--- config.mk ---
export PLATFORM = sky130hd
export DESIGN_NAME = mme_mac
export DESIGN_NICKNAME = d
export VERILOG_FILES = /design/src/rtl/mme_pkg.sv /design/src/rtl/mme_mac.sv
export SDC_FILE = /design/constraint.sdc
export NUM_CORES = 1
export LEC_CHECK = 0
export ABC_AREA = 1
export BUFFER_PORTS_ARGS = -buffer_cell sky130_fd_sc_hd__buf_2
export CAP_MARGIN = 30
export CORE_MARGIN = 2
export CORE_UTILIZATION = 65
export DETAILED_ROUTE_END_ITERATION = 10
export GPL_TIMING_DRIVEN = 0
export PLACE_DENSITY = 0.9
export RECOVER_POWER = 25
export SYNTH_ARGS = -nofsm -noshare
export SYNTH_HDL_FRONTEND = slang
export SYNTH_SLANG_ARGS = --single-unit
export TNS_END_PERCENT = 50
--- constraint.sdc ---
create_clock -name clk -period 5.95 [get_ports clk]
set_input_delay 0 -clock clk [delete_from_list [all_inputs] [get_ports clk]]
set_output_delay 0 -clock clk [all_outputs]
set_load 0.005 [all_outputs]
--- src/rtl/mme_pkg.sv ---
// Shared types, constants and helper functions for the matrix multiply engine.
package mme_pkg;

  localparam int MAX_DIM   = 16;
  localparam int ELEM_W    = 16;
  localparam int RES_W     = 36;
  localparam int ROW_W     = 4;
  localparam int OP_W      = 2;
  localparam int CFG_W     = 5;
  localparam int CFG_IDX_W = 2;

  localparam int DIM_W  = (MAX_DIM > 1) ? $clog2(MAX_DIM) : 1;
  localparam int IDX_W  = (DIM_W > ROW_W) ? DIM_W : ROW_W;
  localparam int DEPTH  = MAX_DIM * MAX_DIM;
  localparam int ADDR_W = $clog2(DEPTH);
  localparam int DCNT_W = ($clog2(MAX_DIM + 1) > CFG_W) ? $clog2(MAX_DIM + 1) : CFG_W;
  localparam int PROD_W = 2 * ELEM_W;
  localparam int GROW_W = PROD_W + DIM_W + 1;
  localparam int SUM_W  = (GROW_W > RES_W + 1) ? GROW_W : RES_W + 1;

  localparam logic [CFG_IDX_W-1:0] CFG_RESULT_ROWS  = CFG_IDX_W'(0);
  localparam logic [CFG_IDX_W-1:0] CFG_INNER_LENGTH = CFG_IDX_W'(1);
  localparam logic [CFG_IDX_W-1:0] CFG_RESULT_COLS  = CFG_IDX_W'(2);
  localparam logic [CFG_W-1:0]     CFG_RESET        = CFG_W'(16);

  localparam logic signed [SUM_W-1:0] SAT_HI = SUM_W'({1'b0, {(RES_W-1){1'b1}}});
  localparam logic signed [SUM_W-1:0] SAT_LO = ~SAT_HI;

  localparam logic STATUS_OK  = 1'b0;
  localparam logic STATUS_ERR = 1'b1;

  typedef enum logic [OP_W-1:0] {
    OP_WRITE_A = 2'd0,
    OP_WRITE_B = 2'd1,
    OP_READ    = 2'd2
  } op_t;

  typedef enum logic [1:0] {
    ST_IDLE,
    ST_RUN,
    ST_DRAIN
  } state_t;

  typedef struct packed {
    logic valid;
    logic first;
    logic last;
  } mac_ctl_t;

  typedef struct packed {
    logic load;
    logic status;
  } resp_t;

  typedef struct packed {
    logic [DCNT_W-1:0] rows;
    logic [DCNT_W-1:0] inner;
    logic [DCNT_W-1:0] cols;
  } dims_t;

  function automatic logic [ADDR_W-1:0] mat_addr(input logic [IDX_W-1:0] r,
                                                 input logic [IDX_W-1:0] c);
    logic [ADDR_W+IDX_W-1:0] full;
    full = (ADDR_W + IDX_W)'(r) * (ADDR_W + IDX_W)'(MAX_DIM) + (ADDR_W + IDX_W)'(c);
    return full[ADDR_W-1:0];
  endfunction

  function automatic logic [DCNT_W-1:0] eff_dim(input logic [CFG_W-1:0] v);
    logic [DCNT_W-1:0] ext;
    ext = DCNT_W'(v);
    return (ext > DCNT_W'(MAX_DIM)) ? DCNT_W'(MAX_DIM) : ext;
  endfunction

  function automatic logic signed [RES_W-1:0] saturate(input logic signed [SUM_W-1:0] s);
    logic signed [RES_W-1:0] r;
    if (s > SAT_HI) begin
      r = SAT_HI[RES_W-1:0];
    end else if (s < SAT_LO) begin
      r = SAT_LO[RES_W-1:0];
    end else begin
      r = s[RES_W-1:0];
    end
    return r;
  endfunction

endpackage

--- src/rtl/mme_mac.sv ---
// Pipelined multiply-accumulate unit with saturation to the result width.
module mme_mac (
  input  logic                               clk,
  input  logic                               rst_n,
  input  mme_pkg::mac_ctl_t                  ctl,
  input  logic signed [mme_pkg::ELEM_W-1:0]  a_data,
  input  logic signed [mme_pkg::ELEM_W-1:0]  b_data,
  output logic                               done,
  output logic signed [mme_pkg::RES_W-1:0]   result
);

  mme_pkg::mac_ctl_t                   s1_r, s2_r;
  logic signed [mme_pkg::PROD_W-1:0]   prod_r;
  logic signed [mme_pkg::SUM_W-1:0]    acc_r, acc_nxt;
  logic                                done_r;

  // s1 lines up with RAM read data, s2 with the registered product
  always_comb begin
    acc_nxt = acc_r;
    if (s2_r.valid) begin
      acc_nxt = (s2_r.first ? '0 : acc_r) + mme_pkg::SUM_W'(prod_r);
    end
  end

  always_ff @(posedge clk) begin
    if (!rst_n) begin
      s1_r   <= '0;
      s2_r   <= '0;
      done_r <= 1'b0;
    end else begin
      s1_r   <= ctl;
      s2_r   <= s1_r;
      done_r <= s2_r.valid && s2_r.last;
    end
    prod_r <= a_data * b_data;
    acc_r  <= acc_nxt;
  end

  assign done   = done_r;
  assign result = mme_pkg::saturate(acc_r);

endmodule

# [Word level (Yosys, flattened, before mapping)]
# Cells that the tools add are included.
[classes] muxes=3 n_reduce_logical=1 addsub=1 mul=1 order_cmp=2
[ops] operator="$mux 36" n=2
[ops] operator="$add 37x37->37" n=1
[ops] operator="$gt 37x36->1 const B" n=1
[ops] operator="$lt 37x36->1 const B" n=1
[ops] operator="$mux 37" n=1
[ops] operator="$mul 16x16->32" n=1
[ops] operator="$logic_and 1x1->1" n=1
[word_totals] output_inout_bits=37 wordCells=17 input_bits=37 register_bits=76

# [Depth between registers and ports, before layout]
[logic_depth] depth_word=3 mapped_depth=28 mapped_depth_nobuf=26

# [Worst setup path after synthesis]
# Ideal clock, no wire load.
[synth_timing] path_kind="input to register" startpoint="input port b_data[5] (netlist name)" endpoint="register prod_r[31] (netlist name)" t_arrival_ns=5.049 setup_time_ns=0.116 t_required_ns=5.834 path_slack_ns=0.784 n_path_buf=2 path_stages=22 cell_sequence="clkbuf_1 -> clkbuf_1 -> nand2_1 -> fa_1 -> inv_1 -> fa_1 -> fa_1 -> fa_1 -> inv_1 -> fa_1 -> fa_1 -> inv_1 -> ha_1 -> nand2_1 -> nor2_1 -> inv_1 -> nor3_1 -> nand2_1 -> inv_1 -> nor2_1 -> nand2_1 -> nand2_1"
[synth_via] elab_chain_len=1
[synth_rtl] element="start: declaration" line_no="mme_mac.sv:7" rtl="input logic signed [mme_pkg::ELEM_W-1:0] b_data,"
[synth_rtl] element="$mul 16x16->32" line_no="mme_mac.sv:35" rtl="prod_r <= a_data * b_data;"
[synth_rtl] element="end signal: assignment" line_no="mme_mac.sv:35"
[synth_rtl] element="end: declaration" line_no="mme_mac.sv:13" rtl="logic signed [mme_pkg::PROD_W-1:0] prod_r;"
# No other way between the ends.
# A chain may end at the register's enable or synchronous reset.

# [Worst setup path in the final report]
[layout_timing] startpoint="input port b_data[8] (netlist name)" endpoint="register prod_r[31] (netlist name)"
# The elaborated chain is that of the path after synthesis.

==> flow_summary.yaml <==
status:
  outcome: "complete, but fails checks"
  violations: "max-capacitance violations, max-slew violations"
clock_network:
  cts_setup_buffers: 0
  clock_latency_ps: 340
  cts_max_level: 3
  clk_pin_slew_ps: 60
  cts_buffers: 9
  cts_buffer_depth: 2
  cts_tree: "done"
  cts_root_buf: "clkbuf_16"
  cts.sink_count: 76
setup_path:
  worstPathCellList: "clkbuf_1 > clkbuf_1 > nand2_1 > fa_1 > inv_1 > fa_1 > inv_1 > fa_1 > inv_1 > fa_1 > fa_1 > inv_1 > fa_1 > inv_1 > ha_1 > nand2_1 > inv_1 > a21oi_1 > nand3_1 > nand2_1 > inv_1 > o21ai_0 > nand2_1"
  arrival_ps: 5990
  start_kind: "input pin"
  critPathMaxFanout: 10
  slowest_delay_ps: 540
  critical_path.startpoint: "b_data[8]"
  cpLargestDelayFamily: "adder cells"
  path_buf_inv: 9
  endpoint_kind: "flip-flop"
  reg2regPathDepth: 17
  path_common_cell: "inv_1"
  crit_end: "prod_r[31]$_DFF_P_"
  r2r_start: "s2_r[1]$_SDFF_PN0_"
  r2r_end: "acc_r[28]$_DFFE_PP_"
  slowest_stage: "clkbuf_1"
  rrSetupSlack_ps: 2360
  critPathRequiredTime_ps: 6170
  crit_cells: 23
  critical_path_class: "input pin to flip-flop"
placed_design:
  gp_congestion: 1.00
  io_buffers: 47
  hpwlAfterDp_um: 37800
drt:
  drc: 0
  avgViaCountPerCell: 5.37
  drtIter0Drc: 1435
  vias: 14200
  drt-total-wl_um: 44400
  wl_per_cell_um: 16.8
  drt-pass1-iter-count: 6
  ant_nets: 0
cells_and_area:
  drive_gt1_share_pct: 4.41
  nNetsFinal: 2726
  post-route-util_pct: 70.4
  final.fill_count: 2025
  area_growth_pct: 6.58
  antenna_cells: 0
sta:
  final.period_utilization_pct: 97.0
  fin_worst_skew_ps: 9.78
  worst_pin_slew_ps: 1670
  rsz0062_at_grt: "true"
  slew_viol_final: 26
  post-route-min-period_ps: 5770
  fmax_mhz: 173
  setup-violations-final: 0
  hold_viol_final: 0
  relSlewSlack_pct: -11.6
logic_synthesis:
  syn-cell-area_sq_mm: 0.0160
  yosys_warnings: 0
  synth_flop_cell: "dfxtp_1"
  synth_cell_types: 32
  synth_nets: 2660
  syn_avg_cell_area_sq_um: 7.14
  synth_edf_count: 37
  ys_async_sr_fraction_pct: 0
  syn_inst: 2242
  synth.yosys.seq_area_share_pct: 11.8
  synth_seq_cells: 76
global_route:
  grt_max_degree: 26
  grt_usage_pct: 36.1
  grt_overflow: 0
  grt_pass1_wl_um: 72200
  grt_pass1_vias: 14500
  antenna_found_initial: 0
min_path:
  hold_path_depth: 3
  hold_path.class: "input pin to flip-flop"
die:
  num_io_pins: 74
  core_sq_mm: 0.0242
  dieHeight_um: 161
  initial_utilization_pct: 66.1
  die_w_um: 161
  dieArea_sq_mm: 0.0259
  row_count: 57
job:
  cap_viol_max_count: 1
tightest hold or removal path: cells and delay by family:
| kind | cells | cell delay (ps) |
|---|---|---|
| buffers and inverters | 2 | 230 |
| AND/OR/NAND/NOR | 1 | 140 |
worst min-delay path by stage:
stage                   start                  to
floorplan               rst_n  s1_r[0]$_SDFF_PN0_
global placement       ctl[2]  s1_r[2]$_SDFF_PN0_
detailed placement     ctl[1]  s1_r[1]$_SDFF_PN0_
CTS                 a_data[0]   prod_r[0]$_DFF_P_
global route        a_data[0]   prod_r[0]$_DFF_P_
finish              a_data[0]   prod_r[0]$_DFF_P_
through the flow:
step                hold slack, ps  std cells  setup WS [ps]  TNS (ps)  instance area, sq um
floorplan                     93.5       2242            784         0                 16000
global placement               182       2613          -71.9      -176                 16700
detailed placement             191       2614           -212      -883                 16700
CTS                           54.6       2637            130         0                 17100
global route                  95.9       2637          -40.0     -40.0                 17100
finish                        84.7       2637            178         0                 17100
routing by layer:
layer  up-vias  part of all wire, %  track usage [%]
li1       6610                    -                -
met1      6702                   39             47.5
met2       732                   46             58.4
met3       118                   12             10.1
met4         0                  3.4             11.4
met5         -                    0                0
kinds of logic (layout without fill, tap and decap cells):
| family | after synthesis | in the layout | synth area share [%] |
|---|---|---|---|
| compound gates | 127 | 127 | 4.24 |
| simple gates | 908 | 908 | 22.9 |
| xor+xnor | 43 | 43 | 2.35 |
| flops | 76 | 76 | 11.8 |
| buf+inv | 707 | 778 | 16.6 |
| fa+ha+maj | 381 | 381 | 42.1 |
flip-flops by register name (all words and copies together) (netlist names):
register / cells
acc_r: 37
prod_r: 32
s1_r: 3
s2_r: 3
done: 1
synthesized netlist by cell type (all sizes together) (3+ instances only):
cell / instances / area share, %
fa: 263 / 33
or2: 5 / 0.20
ha: 118 / 9.2
edfxtp: 37 / 6.9
nor2: 142 / 3.4
inv: 638 / 15
nor3: 18 / 0.62
dfxtp: 39 / 4.9
a21oi: 90 / 2.9
clkbuf: 66 / 1.5
buf: 3 / 0.070
xor2: 37 / 2.0
xnor2: 6 / 0.33
nand2: 648 / 15
nand4: 20 / 0.78
o21bai: 10 / 0.47
o21ai: 22 / 0.69
nand3: 70 / 2.3
layout by cell type, fill, tap and decap left out, drive strengths merged:
cell / instances
clkbuf: 79
o21a: 1
nor3: 18
bufinv: 2
nand3b: 2
xor2: 37
nand3: 70
nand2: 648
nor2: 142
dfxtp: 39
dlygate4sd3: 7
and3: 1
nand4: 20
ha: 118
clkinv: 1
o21ai: 22
edfxtp: 37
o21bai: 10
a21oi: 90
xnor2: 6
and2: 2
inv: 641
buf: 48
a31oi: 1
fa: 263
a21o: 2
or2: 5
a21boi: 1
final cells by class:
| cell class | instances | area [sq um] | share of cell area, % |
|---|---|---|---|
| multi-input combinational | 1459 | 11500 | 67.2 |
| inverter | 638 | 2390 | 14.0 |
| sequential | 76 | 1890 | 11.1 |
| tap | 324 | 405 | 2.37 |
| timing repair buffer | 55 | 308 | 1.80 |
| buffer | 69 | 268 | 1.57 |
| clock buffer | 10 | 239 | 1.40 |
| clock inverter | 6 | 92.6 | 0.542 |
repair_timing:
action | CTS | global route
gates resized for setup | 0 | 14
hold endpoints to repair | 7 | 0
endpoints found under the setup margin | 0 | 10
hold buffers | 7 | 0
Power is not shown: default switching activity piles up to over one toggle a cycle in this logic, so the estimate is an artifact.
