==> config.mk <==
export PLATFORM = sky130hd
export DESIGN_NAME = mme_ctrl_flat
export DESIGN_NICKNAME = d
export VERILOG_FILES = /design/src/rtl/mme_pkg.sv /design/src/rtl/mme_in_if.sv /design/src/rtl/mme_ctrl.sv /design/src/flat_wrapper.sv
export SDC_FILE = /design/constraint.sdc
export NUM_CORES = 1
export LEC_CHECK = 0
export ABC_AREA = 1
export BUFFER_PORTS_ARGS = -buffer_cell sky130_fd_sc_hd__buf_2
export CAP_MARGIN = 15
export CORE_MARGIN = 2
export CORE_UTILIZATION = 25
export DETAILED_ROUTE_END_ITERATION = 6
export REMOVE_ABC_BUFFERS = 1
export SYNTH_ARGS = -nofsm -noshare
export SYNTH_HDL_FRONTEND = slang
export SYNTH_SLANG_ARGS = --single-unit
==> constraint.sdc <==
create_clock -name clk -period 4.1 [get_ports clk]
set_input_delay 0.82 -clock clk [delete_from_list [all_inputs] [get_ports clk]]
set_output_delay 0.82 -clock clk [all_outputs]
set_load 0.01 [all_outputs]
==> src/rtl/mme_pkg.sv <==
// Shared types, constants and helper functions for the matrix multiply engine.
package mme_pkg;

  localparam int MAX_DIM   = 16;
  localparam int ELEM_W    = 16;
  localparam int RES_W     = 36;
  localparam int ROW_W     = 4;
  localparam int OP_W      = 2;
  localparam int CFG_W     = 5;
  localparam int CFG_IDX_W = 2;

  localparam int DIM_W  = (MAX_DIM > 1) ? $clog2(MAX_DIM) : 1;
  localparam int IDX_W  = (DIM_W > ROW_W) ? DIM_W : ROW_W;
  localparam int DEPTH  = MAX_DIM * MAX_DIM;
  localparam int ADDR_W = $clog2(DEPTH);
  localparam int DCNT_W = ($clog2(MAX_DIM + 1) > CFG_W) ? $clog2(MAX_DIM + 1) : CFG_W;
  localparam int PROD_W = 2 * ELEM_W;
  localparam int GROW_W = PROD_W + DIM_W + 1;
  localparam int SUM_W  = (GROW_W > RES_W + 1) ? GROW_W : RES_W + 1;

  localparam logic [CFG_IDX_W-1:0] CFG_RESULT_ROWS  = CFG_IDX_W'(0);
  localparam logic [CFG_IDX_W-1:0] CFG_INNER_LENGTH = CFG_IDX_W'(1);
  localparam logic [CFG_IDX_W-1:0] CFG_RESULT_COLS  = CFG_IDX_W'(2);
  localparam logic [CFG_W-1:0]     CFG_RESET        = CFG_W'(16);

  localparam logic signed [SUM_W-1:0] SAT_HI = SUM_W'({1'b0, {(RES_W-1){1'b1}}});
  localparam logic signed [SUM_W-1:0] SAT_LO = ~SAT_HI;

  localparam logic STATUS_OK  = 1'b0;
  localparam logic STATUS_ERR = 1'b1;

  typedef enum logic [OP_W-1:0] {
    OP_WRITE_A = 2'd0,
    OP_WRITE_B = 2'd1,
    OP_READ    = 2'd2
  } op_t;

  typedef enum logic [1:0] {
    ST_IDLE,
    ST_RUN,
    ST_DRAIN
  } state_t;

  typedef struct packed {
    logic valid;
    logic first;
    logic last;
  } mac_ctl_t;

  typedef struct packed {
    logic load;
    logic status;
  } resp_t;

  typedef struct packed {
    logic [DCNT_W-1:0] rows;
    logic [DCNT_W-1:0] inner;
    logic [DCNT_W-1:0] cols;
  } dims_t;

  function automatic logic [ADDR_W-1:0] mat_addr(input logic [IDX_W-1:0] r,
                                                 input logic [IDX_W-1:0] c);
    logic [ADDR_W+IDX_W-1:0] full;
    full = (ADDR_W + IDX_W)'(r) * (ADDR_W + IDX_W)'(MAX_DIM) + (ADDR_W + IDX_W)'(c);
    return full[ADDR_W-1:0];
  endfunction

  function automatic logic [DCNT_W-1:0] eff_dim(input logic [CFG_W-1:0] v);
    logic [DCNT_W-1:0] ext;
    ext = DCNT_W'(v);
    return (ext > DCNT_W'(MAX_DIM)) ? DCNT_W'(MAX_DIM) : ext;
  endfunction

  function automatic logic signed [RES_W-1:0] saturate(input logic signed [SUM_W-1:0] s);
    logic signed [RES_W-1:0] r;
    if (s > SAT_HI) begin
      r = SAT_HI[RES_W-1:0];
    end else if (s < SAT_LO) begin
      r = SAT_LO[RES_W-1:0];
    end else begin
      r = s[RES_W-1:0];
    end
    return r;
  endfunction

endpackage

==> src/rtl/mme_in_if.sv <==
// Input channel: op, row, col and element value with valid/ready.
interface mme_in_if;
  logic                               valid;
  logic                               ready;
  logic [mme_pkg::OP_W-1:0]           op;
  logic [mme_pkg::ROW_W-1:0]          row;
  logic [mme_pkg::ROW_W-1:0]          col;
  logic signed [mme_pkg::ELEM_W-1:0]  value;

  modport source (output valid, output op, output row, output col, output value, input ready);
  modport sink   (input valid, input op, input row, input col, input value, output ready);
endinterface

==> src/rtl/mme_ctrl.sv <==
// Sequencer: decodes transactions, writes the matrix RAMs and walks the inner index.
module mme_ctrl (
  input  logic                          clk,
  input  logic                          rst_n,
  mme_in_if.sink                        in_ch,
  input  mme_pkg::dims_t                dims,
  input  logic                          out_free,
  input  logic                          mac_done,
  output logic                          a_we,
  output logic                          b_we,
  output logic [mme_pkg::ADDR_W-1:0]    wr_addr,
  output logic [mme_pkg::ELEM_W-1:0]    wr_data,
  output logic [mme_pkg::ADDR_W-1:0]    rd_a_addr,
  output logic [mme_pkg::ADDR_W-1:0]    rd_b_addr,
  output mme_pkg::mac_ctl_t             mac_ctl,
  output mme_pkg::resp_t                resp
);

  mme_pkg::state_t                 state_r, state_nxt;
  logic [mme_pkg::IDX_W-1:0]       row_r, row_nxt;
  logic [mme_pkg::IDX_W-1:0]       col_r, col_nxt;
  logic [mme_pkg::DCNT_W-1:0]      len_r, len_nxt;
  logic [mme_pkg::DIM_W-1:0]       k_r, k_nxt;
  logic                            accept;
  logic                            k_last;
  logic [mme_pkg::DCNT_W-1:0]      row_d, col_d;
  logic [mme_pkg::IDX_W-1:0]       row_x, col_x, k_x;

  assign in_ch.ready = (state_r == mme_pkg::ST_IDLE) && out_free;
  assign accept      = in_ch.valid && in_ch.ready;

  assign row_d = mme_pkg::DCNT_W'(in_ch.row);
  assign col_d = mme_pkg::DCNT_W'(in_ch.col);
  assign row_x = mme_pkg::IDX_W'(in_ch.row);
  assign col_x = mme_pkg::IDX_W'(in_ch.col);
  assign k_x   = mme_pkg::IDX_W'(k_r);
  assign k_last = (mme_pkg::DCNT_W'(k_r) == (len_r - mme_pkg::DCNT_W'(1)));

  assign wr_addr   = mme_pkg::mat_addr(row_x, col_x);
  assign wr_data   = in_ch.value;
  assign rd_a_addr = mme_pkg::mat_addr(row_r, k_x);
  assign rd_b_addr = mme_pkg::mat_addr(k_x, col_r);

  always_ff @(posedge clk) begin
    if (!rst_n) begin
      state_r <= mme_pkg::ST_IDLE;
      k_r     <= '0;
    end else begin
      state_r <= state_nxt;
      k_r     <= k_nxt;
    end
    row_r <= row_nxt;
    col_r <= col_nxt;
    len_r <= len_nxt;
  end

  always_comb begin
    state_nxt = state_r;
    row_nxt   = row_r;
    col_nxt   = col_r;
    len_nxt   = len_r;
    k_nxt     = k_r;
    a_we      = 1'b0;
    b_we      = 1'b0;
    mac_ctl   = '0;
    resp      = '0;
    case (state_r)
      mme_pkg::ST_IDLE: begin
        if (accept) begin
          resp.load   = 1'b1;
          resp.status = mme_pkg::STATUS_ERR;
          case (mme_pkg::op_t'(in_ch.op))
            mme_pkg::OP_WRITE_A: begin
              if (row_d < dims.rows && col_d < dims.inner) begin
                a_we        = 1'b1;
                resp.status = mme_pkg::STATUS_OK;
              end
            end
            mme_pkg::OP_WRITE_B: begin
              if (row_d < dims.inner && col_d < dims.cols) begin
                b_we        = 1'b1;
                resp.status = mme_pkg::STATUS_OK;
              end
            end
            mme_pkg::OP_READ: begin
              if (row_d < dims.rows && col_d < dims.cols) begin
                resp.status = mme_pkg::STATUS_OK;
                if (dims.inner != '0) begin
                  // result comes from the MAC unit later
                  resp.load = 1'b0;
                  row_nxt   = row_x;
                  col_nxt   = col_x;
                  len_nxt   = dims.inner;
                  k_nxt     = '0;
                  state_nxt = mme_pkg::ST_RUN;
                end
              end
            end
            default: begin
              resp.status = mme_pkg::STATUS_ERR;
            end
          endcase
        end
      end
      mme_pkg::ST_RUN: begin
        mac_ctl.valid = 1'b1;
        mac_ctl.first = (k_r == '0);
        mac_ctl.last  = k_last;
        k_nxt         = k_r + mme_pkg::DIM_W'(1);
        if (k_last) begin
          state_nxt = mme_pkg::ST_DRAIN;
        end
      end
      mme_pkg::ST_DRAIN: begin
        if (mac_done) begin
          state_nxt = mme_pkg::ST_IDLE;
        end
      end
      default: begin
        state_nxt = mme_pkg::ST_IDLE;
      end
    endcase
  end

endmodule

==> src/flat_wrapper.sv <==
// flat-port wrapper written by rule: the top's interface ports become plain ports
module mme_ctrl_flat 
  (clk, rst_n, dims, out_free, mac_done, a_we, b_we, wr_addr, wr_data, rd_a_addr, rd_b_addr, mac_ctl, resp, in_ch_valid, in_ch_op, in_ch_row, in_ch_col, in_ch_value, in_ch_ready);
  mme_in_if in_ch_i ();
  input  logic clk;
  input  logic rst_n;
  input  mme_pkg::dims_t dims;
  input  logic out_free;
  input  logic mac_done;
  output logic a_we;
  output logic b_we;
  output logic [mme_pkg::ADDR_W-1:0] wr_addr;
  output logic [mme_pkg::ELEM_W-1:0] wr_data;
  output logic [mme_pkg::ADDR_W-1:0] rd_a_addr;
  output logic [mme_pkg::ADDR_W-1:0] rd_b_addr;
  output mme_pkg::mac_ctl_t mac_ctl;
  output mme_pkg::resp_t resp;
  input wire logic [$bits(in_ch_i.valid)-1:0] in_ch_valid;
  input wire logic [$bits(in_ch_i.op)-1:0] in_ch_op;
  input wire logic [$bits(in_ch_i.row)-1:0] in_ch_row;
  input wire logic [$bits(in_ch_i.col)-1:0] in_ch_col;
  input wire logic [$bits(in_ch_i.value)-1:0] in_ch_value;
  output wire logic [$bits(in_ch_i.ready)-1:0] in_ch_ready;
  assign in_ch_i.valid = in_ch_valid;
  assign in_ch_i.op = in_ch_op;
  assign in_ch_i.row = in_ch_row;
  assign in_ch_i.col = in_ch_col;
  assign in_ch_i.value = in_ch_value;
  assign in_ch_ready = in_ch_i.ready;
  mme_ctrl u_core (.clk(clk), .rst_n(rst_n), .in_ch(in_ch_i), .dims(dims), .out_free(out_free), .mac_done(mac_done), .a_we(a_we), .b_we(b_we), .wr_addr(wr_addr), .wr_data(wr_data), .rd_a_addr(rd_a_addr), .rd_b_addr(rd_b_addr), .mac_ctl(mac_ctl), .resp(resp));
endmodule
== Yosys cells after proc, flatten, opt, wreduce, memory -nomap -nowiden ==
Cells that the tools add are included.

* Flip-flop bits (word level): 19

* Reduce and logical (&&, ||, !) cells: 13
* $add $sub $neg: 5
* Equality and inequality tests: 11
* Magnitude comparators: 4
* Multiplexer cells: 29

{| class="wikitable"
|+ Operator list
! cell !! count
|-
| $add A8 B4 Y8 || 3
|-
| $lt A4 B5 Y1 || 4
|-
| $mux W2 || 9
|-
| $mux W4 || 4
|-
| $mux W1 || 12
|-
| $reduce_and A5 Y1 || 2
|-
| $ne A2 B2 Y1 const B || 4
|-
| $pmux W4 S2 || 1
|-
| $pmux W2 S3 || 1
|-
| $reduce_and A6 Y1 || 1
|-
| $eq A4 B5 Y1 || 1
|-
| $logic_and A1 B1 Y1 || 5
|-
| $reduce_bool A5 Y1 || 1
|-
| $sub A5 B1 Y5 const B || 1
|-
| $add A4 B1 Y4 const B || 1
|-
| $eq A2 B1 Y1 const B || 2
|-
| $eq A2 B2 Y1 const B || 2
|-
| $logic_not A2 Y1 || 2
|-
| $logic_not A4 Y1 || 1
|-
| $ne A2 B1 Y1 const B || 2
|-
| $mux W3 || 1
|-
| $pmux W1 S3 || 1
|-
| $reduce_bool A2 Y1 || 1
|}

== Depth between registers and ports, before layout ==
Gate-level depths: netlist of run 1.

* Word-level depth: 6
* Depth in mapped cells: 12

== Worst setup path before layout of run 1 ==
OpenSTA, ideal clock, no wires.

* Path kind: input port to output port
* From: in dims[12] in the netlist's numbering
* To: out a_we
* Cell stages on the path: 9
* Arrival time: 1.921 ns
* Buffers on the path: 0
* Setup slack: 1.359 ns
* Cell sequence: inv_1 ha_1 nand2_1 nand2_1 nand2_1 nand2_1 nor2_2 nand4_1 nor4_1

* Word-level cells in the longest chain between the ends: 6

{| class="wikitable"
|+ RTL lines
! element !! line !! source
|-
| from (decl) || flat_wrapper.sv:7 || <nowiki>input mme_pkg::dims_t dims;</nowiki>
|-
| $lt A4 B5 Y1 || mme_ctrl.sv:74 || <nowiki>if (row_d < dims.rows && col_d < dims.inner) begin</nowiki>
|-
| $logic_and A1 B1 Y1 || mme_ctrl.sv:74 ||
|-
| $mux W1 || mme_ctrl.sv:74 ||
|-
| $mux W1 || mme_ctrl.sv:72 || <nowiki>case (mme_pkg::op_t'(in_ch.op))</nowiki>
|-
| $mux W1 || mme_ctrl.sv:69 || <nowiki>if (accept) begin</nowiki>
|-
| $mux W1 || mme_ctrl.sv:67 || <nowiki>case (state_r)</nowiki>
|-
| to (decl) || flat_wrapper.sv:10 || <nowiki>output logic a_we;</nowiki>
|}

No other way between the ends.

==> results of run 1 <==
logic make-up (layout without fill, tap and decap cells):
group	count (synthesis)	count (layout)	synth area share [%]
AND/OR/NAND/NOR	88	88	26.28
AO/OA/AOI/OAI	13	13	4.498
buffers and inverters	70	106	23.52
XOR/XNOR	3	3	1.658
flip-flops	19	19	32.20
adder cells (fa/ha/maj)	15	15	11.84
power breakdown:
| part | total (mW) | internal, mW | switching (mW) |
|---|---|---|---|
| clock | 0.137 | 0.0677 | 0.0689 |
| combinational | 0.0909 | 0.0371 | 0.0538 |
| sequential | 0.209 | 0.207 | 0.00142 |
| total | 0.436 | 0.312 | 0.124 |
layout make-up:
type	instances	area [sq um]
clock inverter	1	5.005
tap	77	96.34
clock buffer	3	41.29
inverter	41	155.1
fill	692	4425
timing repair buffer	61	305.3
multi-input combinational	119	701.9
sequential	19	510.5
stage by stage:
stage                     setup WS [ns]  hold WS (ns)
after global placement            1.104        0.5197
after floorplan                   1.359        0.5092
after CTS                         1.086        0.5506
after detailed placement          1.086        0.5381
final                             1.100        0.5494
after global routing             0.8799        0.5767
critical path, stage by stage:
cell and delay (ns):
buf_2 0.12, ha_1 0.30, nand2_1 0.06, nand2_1 0.05
nand2_1 0.05, nand2_1 0.05, nor2_2 0.17, nand2_1 0.13
o21ai_1 0.13, nand3_1 0.08, nand2_1 0.06, inv_1 0.03
buf_2 0.12
registers in the layout (all words and copies together), names as in the netlist:
register / cells
u_core.len_r: 5
u_core.col_r: 4
u_core.k_r: 4
u_core.row_r: 4
u_core.state_r: 2
cells in the final DEF (no fill, tap or decap), drive strengths merged:
cell	count
buf	61
nand2	42
inv	40
nor2	19
ha	15
edfxtp	13
a21oi	8
nand3	8
dfxtp	6
nand4	6
nor3	5
o21ai	4
or2	4
nor4	3
clkbuf	3
clkinv	2
xnor2	2
xor2	1
a21o	1
nand3b	1
per-layer routing:
| metal | up-vias | part of all wire (%) |
|---|---|---|
| met2 | 60 | 48 |
| li1 | 701 | - |
| met1 | 596 | 41 |
| met5 | - | 0 |
| met4 | 0 | 1.4 |
| met3 | 4 | 9.5 |
worst paths after layout:
check	from	to	slack, ns	cells past startpoint
max reg2reg	u_core.state_r[1]	u_core.row_r[0]	2.36	7
min reg2reg	u_core.state_r[1]	u_core.state_r[1]	0.55	2
max	in_ch_row[2]	resp[0]	1.10	13
min	u_core.state_r[1]	u_core.state_r[1]	0.55	2
==> flow_metrics.py, run 1 <==
metrics = {
    "sta": {
        "post-route-period-util_pct": 73.17,
        "hold_viol_final": 0,
        "slew_headroom_pct": 64.42,
        "fmax_mhz": 333.3,
        "tightest_slew_ns": 0.5331,
        "rsz0062_at_grt": "false",
        "drv_slew": 0,
        "fin_crit_ns": 3.000,
        "finClkSkew_ns": 0.002534,
        "setup_violations": 0,
        "finalSetupTns_ns": 0,
    },
    "yosys": {
        "syn_inst": 208,
        "synth_top_area_share_pct": 24.63,
        "synth_area_leaders": "edfxtp_1 (25%), buf_4 (14%), ha_1 (12%), nand2_1 (9.7%), inv_1 (8.8%)",
        "seq_area_frac_synth_pct": 32.20,
        "synth.top_cells.by_count": "nand2_1 (41), inv_1 (37), buf_4 (29), ha_1 (15)",
        "synth_edf_count": 13,
        "yosysMostFrequentCell": "nand2_1",
        "yosys_warnings": 0,
        "async_flop_share_pct": 0,
        "synth_ff_type": "edfxtp_1",
        "syn_avg_cell_area_sq_um": 7.621,
        "ys_types": 29,
        "yosys_register_bits": 19,
        "synth_top_area_cell": "edfxtp_1",
        "netlist_area_sq_um": 1585,
    },
    "detailed_routing": {
        "num_vias": 1361,
        "drt-total-wl_um": 3673,
        "drt-wirelength-per-cell_um": 11.44,
        "antenna_left": 0,
        "drt_iter0_drc": 37,
        "drt-pass1-iter-count": 4,
        "drc": 0,
        "routed_via_density": 4.240,
    },
    "power": {
        "p_per_area_nw_per_um2": 240.4,
        "leakagePower_nw": 0.9937,
        "finalPower_mw": 0.4364,
        "peakVddDrop_uv": 190.0,
    },
    "run_status": {
        "status": "completed",
    },
    "clock_tree": {
        "h-tree-depth": 1,
        "cts.path.max_buffers": 2,
        "ctsResizeCount": 0,
        "clock-sinks": 19,
        "cts_buffers": 3,
        "clock-root-buffer": "clkbuf_8",
        "holdBufCountCts": 0,
        "worst_skew_pair.late_latency_ns": 0.26,
        "cts_setup_buffers": 0,
        "cts_tree": "yes",
        "cts.reportedPaths.clkPinSlew_ns": 0.08,
    },
    "die": {
        "fp.dieW_um": 83.63,
        "core_sq_um": 6241,
        "initial_core_util_pct": 25.40,
        "die_area_sq_um": 6994,
        "ios": 94,
        "die_h_um": 83.63,
        "num_rows": 29,
    },
    "global_routing": {
        "grt_util_met2_pct": 17.31,
        "antenna_found_initial": 0,
        "grt-ovfl-total": 0,
        "grt_pass1_vias": 1270,
        "grt_pass1_wl_um": 5913,
        "grt_usage_pct": 10.53,
        "grt-busiest-layer": "met2",
        "use_met3_pct": 4.946,
        "grt_util_met1_pct": 12.48,
        "grt_max_degree": 14,
    },
    "placement": {
        "place_inst": 317,
        "globalplace.congestion": 0.7693,
        "port_buffers": 61,
        "post_dp_cell_area_sq_um": 1769,
        "dp_hpwl_um": 3055,
    },
    "final_layout": {
        "design_area_sq_um": 1815,
        "drive_gt1_share_pct": 32.79,
        "fin_nets": 306,
        "utilization_pct": 29.09,
        "fin_cells": 321,
        "diodes": 0,
        "syn_to_final_growth_pct": 14.52,
    },
    "setup_path": {
        "cp_data_required_time_ns": 3.28,
        "crit_arrival_ns": 2.18,
        "cp_max_fo": 4,
        "cp-end-kind": "primary output",
        "critical_path_class": "input pin to primary output",
        "critPathLaunchType": "input pin",
    },
    "job": {
        "cap_viol_max_count": 0,
    },
    "min_path": {
        "hp-class": "flip-flop to flip-flop",
    },
}
(Power assumes the default switching activity.)
==> run 2, diff against run 1 <==
--- a/config.mk
+++ b/config.mk
@@ -5,7 +5,7 @@
 export SDC_FILE = /design/constraint.sdc
 export NUM_CORES = 1
 export LEC_CHECK = 0
-export ABC_AREA = 1
+export ABC_AREA = 0
 export BUFFER_PORTS_ARGS = -buffer_cell sky130_fd_sc_hd__buf_2
 export CAP_MARGIN = 15
 export CORE_MARGIN = 2
==> constraint.sdc (replaced) <==
create_clock -name clk -period 3.1 [get_ports clk]
set_input_delay 0.62 -clock clk [delete_from_list [all_inputs] [get_ports clk]]
set_output_delay 0.62 -clock clk [all_outputs]
set_load 0.01 [all_outputs]
==> run 2 against run 1 <==
Combinational power increased by 40%. Sequential share of layout area increased by 0.55 points. Hold slack better by 0.030 ns. Clock power rose by 26%. Highest routed layer unchanged. Clock skew decreased by 0.00098 ns. Clock-buffer cell count increased by 1. Die area is 3.2% lower. Total power grew 32%. Flip-flop and latch count unchanged. Wire length fell by 4.1%.
==> flow_metrics.py, run 2 <==
metrics = {
    "power": {
        "internal_power_mw": 0.4221,
        "seqPwrFrac_pct": 48.1,
        "p_per_area_nw_per_um2": 324.3,
        "leakagePower_nw": 0.8071,
        "comb_power_share_pct": 22.0,
        "power.switching_mw": 0.1552,
        "peakVddDrop_uv": 138.7,
        "finalPower_mw": 0.5773,
        "p_sw_share_pct": 26.88,
        "clock_power_share_pct": 29.9,
    },
    "clock_tree": {
        "cts.path.max_buffers": 2,
        "holdBufCountCts": 0,
        "cts_setup_buffers": 0,
        "cts_buffers": 3,
        "clock-sinks": 19,
        "cts_tree": "yes",
        "cts.reportedPaths.clkPinSlew_ns": 0.07,
        "worst_skew_pair.late_latency_ns": 0.25,
        "clock-root-buffer": "clkbuf_8",
        "ctsResizeCount": 0,
        "h-tree-depth": 1,
    },
    "global_routing": {
        "grt_pass1_wl_um": 5471,
        "grt_usage_pct": 10.58,
        "antenna_found_initial": 0,
        "grt-ovfl-total": 0,
        "grt_max_degree": 11,
        "grt_pass1_vias": 1091,
    },
    "setup_path": {
        "critPathLaunchType": "input pin",
        "cp_cell_sequence": "buf_2 -> ha_1 -> a211oi_4 -> o31ai_4 -> o32ai_1 -> a221oi_1 -> buf_2",
        "rrSetupSlack_ns": 1.35,
        "cp_data_required_time_ns": 2.48,
        "critical_path_class": "input pin to primary output",
        "cp_max_fo": 7,
        "r2r-end": "u_core.len_r[3]",
        "cp-end-kind": "primary output",
        "rr_startpoint": "u_core.state_r[1]",
        "cpMostUsedCell": "buf_2",
        "slowest_stage": "o31ai_4",
        "endpoint": "resp[0]",
        "slowest_delay_ns": 0.45,
        "rr_worst_depth": 4,
        "startpoint": "in_ch_row[1]",
        "crit_arrival_ns": 2.28,
    },
    "final_layout": {
        "drive_gt1_share_pct": 42.86,
        "seq_area_sq_um": 510.5,
        "fin_nets": 251,
        "diodes": 0,
        "final_common_cell": "buf_2",
        "design_area_sq_um": 1780,
        "multi_input_area_sq_um": 750.7,
        "largest_reg_flops": 5,
        "syn_to_final_growth_pct": 16.16,
        "utilization_pct": 30.07,
        "regMostFlops": "u_core.len_r",
        "final_cell_mix": "buf_2 (61), inv_1 (15), ha_1 (15)",
        "fin_cells": 264,
        "n_fill_cell": 609,
    },
    "detailed_routing": {
        "num_vias": 1163,
        "drc": 0,
        "drt-wirelength-per-cell_um": 13.34,
        "routed_via_density": 4.405,
        "drt-pass1-iter-count": 4,
        "drt_iter0_drc": 42,
        "drt-total-wl_um": 3523,
        "antenna_left": 0,
    },
    "die": {
        "die_h_um": 82.30,
        "fp.dieW_um": 82.30,
        "num_rows": 28,
        "ios": 94,
        "core_sq_um": 5921,
        "initial_core_util_pct": 25.89,
        "die_area_sq_um": 6773,
    },
    "placement": {
        "post_dp_cell_area_sq_um": 1735,
        "dp_hpwl_um": 2970,
        "place_inst": 260,
        "dp_slack_ns": 0.1878,
        "globalplace.congestion": 0.7149,
        "port_buffers": 61,
    },
    "min_path": {
        "hp-class": "input pin to flip-flop",
        "hold-path-cell-count": 1,
        "hold_start": "dims[7]",
    },
    "yosys": {
        "syn_inst": 151,
        "yosys_warnings": 0,
        "ys_types": 41,
        "yosysMostFrequentCell": "buf_4",
        "seq_area_frac_synth_pct": 33.31,
        "synth_area_leaders": "edfxtp_1 (25%), buf_4 (14%), ha_1 (12%), dfxtp_1 (7.8%), inv_1 (3.7%)",
        "synth_top_area_share_pct": 25.47,
        "synth_ff_type": "edfxtp_1",
        "yosys_register_bits": 19,
        "synth.top_cells.by_count": "buf_4 (29), ha_1 (15), inv_1 (15), edfxtp_1 (13), nor2_1 (13)",
        "synth_top_area_cell": "edfxtp_1",
        "async_flop_share_pct": 0,
        "syn_avg_cell_area_sq_um": 10.15,
        "synth_edf_count": 13,
        "netlist_area_sq_um": 1533,
    },
    "sta": {
        "hold_viol_final": 0,
        "setup_ws_ns": 0.2016,
        "fmax_mhz": 345.0,
        "setup_violations": 0,
        "rsz0062_at_grt": "false",
        "post-route-period-util_pct": 93.50,
        "tightest_slew_ns": 0.5133,
        "drv_slew": 0,
        "fin_crit_ns": 2.898,
        "finClkSkew_ns": 0.001552,
        "slew_headroom_pct": 65.41,
    },
    "run_status": {
        "status": "completed",
    },
    "job": {
        "cap_viol_max_count": 0,
    },
}
==> run 2: metrics by stage <==
step                      setup TNS [ns]  hold WS (ns)
after detailed placement               0        0.6298
after global placement                 0        0.6029
final                                  0        0.5794
after global routing                   0        0.5819
after floorplan                  -0.3578        0.5771
after CTS                              0        0.5757
==> run 2: final cells by class <==
cell class | instances | area share [%]
multi-input combinational | 87 | 42.16
clock buffer | 4 | 2.530
inverter | 16 | 3.373
timing repair buffer | 63 | 17.99
sequential | 19 | 28.67
tap | 75 | 5.271
==> run 2: layer usage <==
| layer | vias up | routed length, um | track usage [%] |
|---|---|---|---|
| li1 | 579 | - | - |
| met1 | 528 | 1598 | 14.03 |
| met2 | 54 | 1589 | 15.81 |
| met3 | 2 | 293 | 3.913 |
| met4 | 0 | 42 | 3.500 |
| met5 | - | 0 | 0 |
==> run 2: how the worst min path moves through the flow <==
| stage | end | slack, ns |
|---|---|---|
| final | u_core.len_r[2] | 0.58 |
| after floorplan | u_core.state_r[1] | 0.58 |
| after global placement | u_core.k_r[3] | 0.60 |
| after detailed placement | u_core.k_r[3] | 0.63 |
| after CTS | u_core.len_r[2] | 0.58 |
| after global routing | u_core.len_r[2] | 0.58 |
==> run 2: worst max-delay path: cells and delay by family <==
family,cells,cell delay (ns)
compound gates,4,1.02
fa+ha+maj,1,0.31
buf+inv,2,0.32
==> run 2: logic make-up after synthesis <==
kind of cell    count (synthesis)  synth area share (%)
simple gates                   40                 16.90
compound gates                 25                 15.43
xor+xnor                        7                 4.000
buf+inv                        45                 18.12
fa+ha+maj                      15                 12.24
flops                          19                 33.31
==> run 2: power by group through the flow <==
stage	logic (mW)	clock network (mW)	registers (mW)
final	0.127	0.173	0.278
after global routing	0.142	0.188	0.278
after CTS	0.129	0.182	0.278
after detailed placement	0.129	0	0.283
after global placement	0.128	0	0.283
after floorplan	0.0693	0	0.285
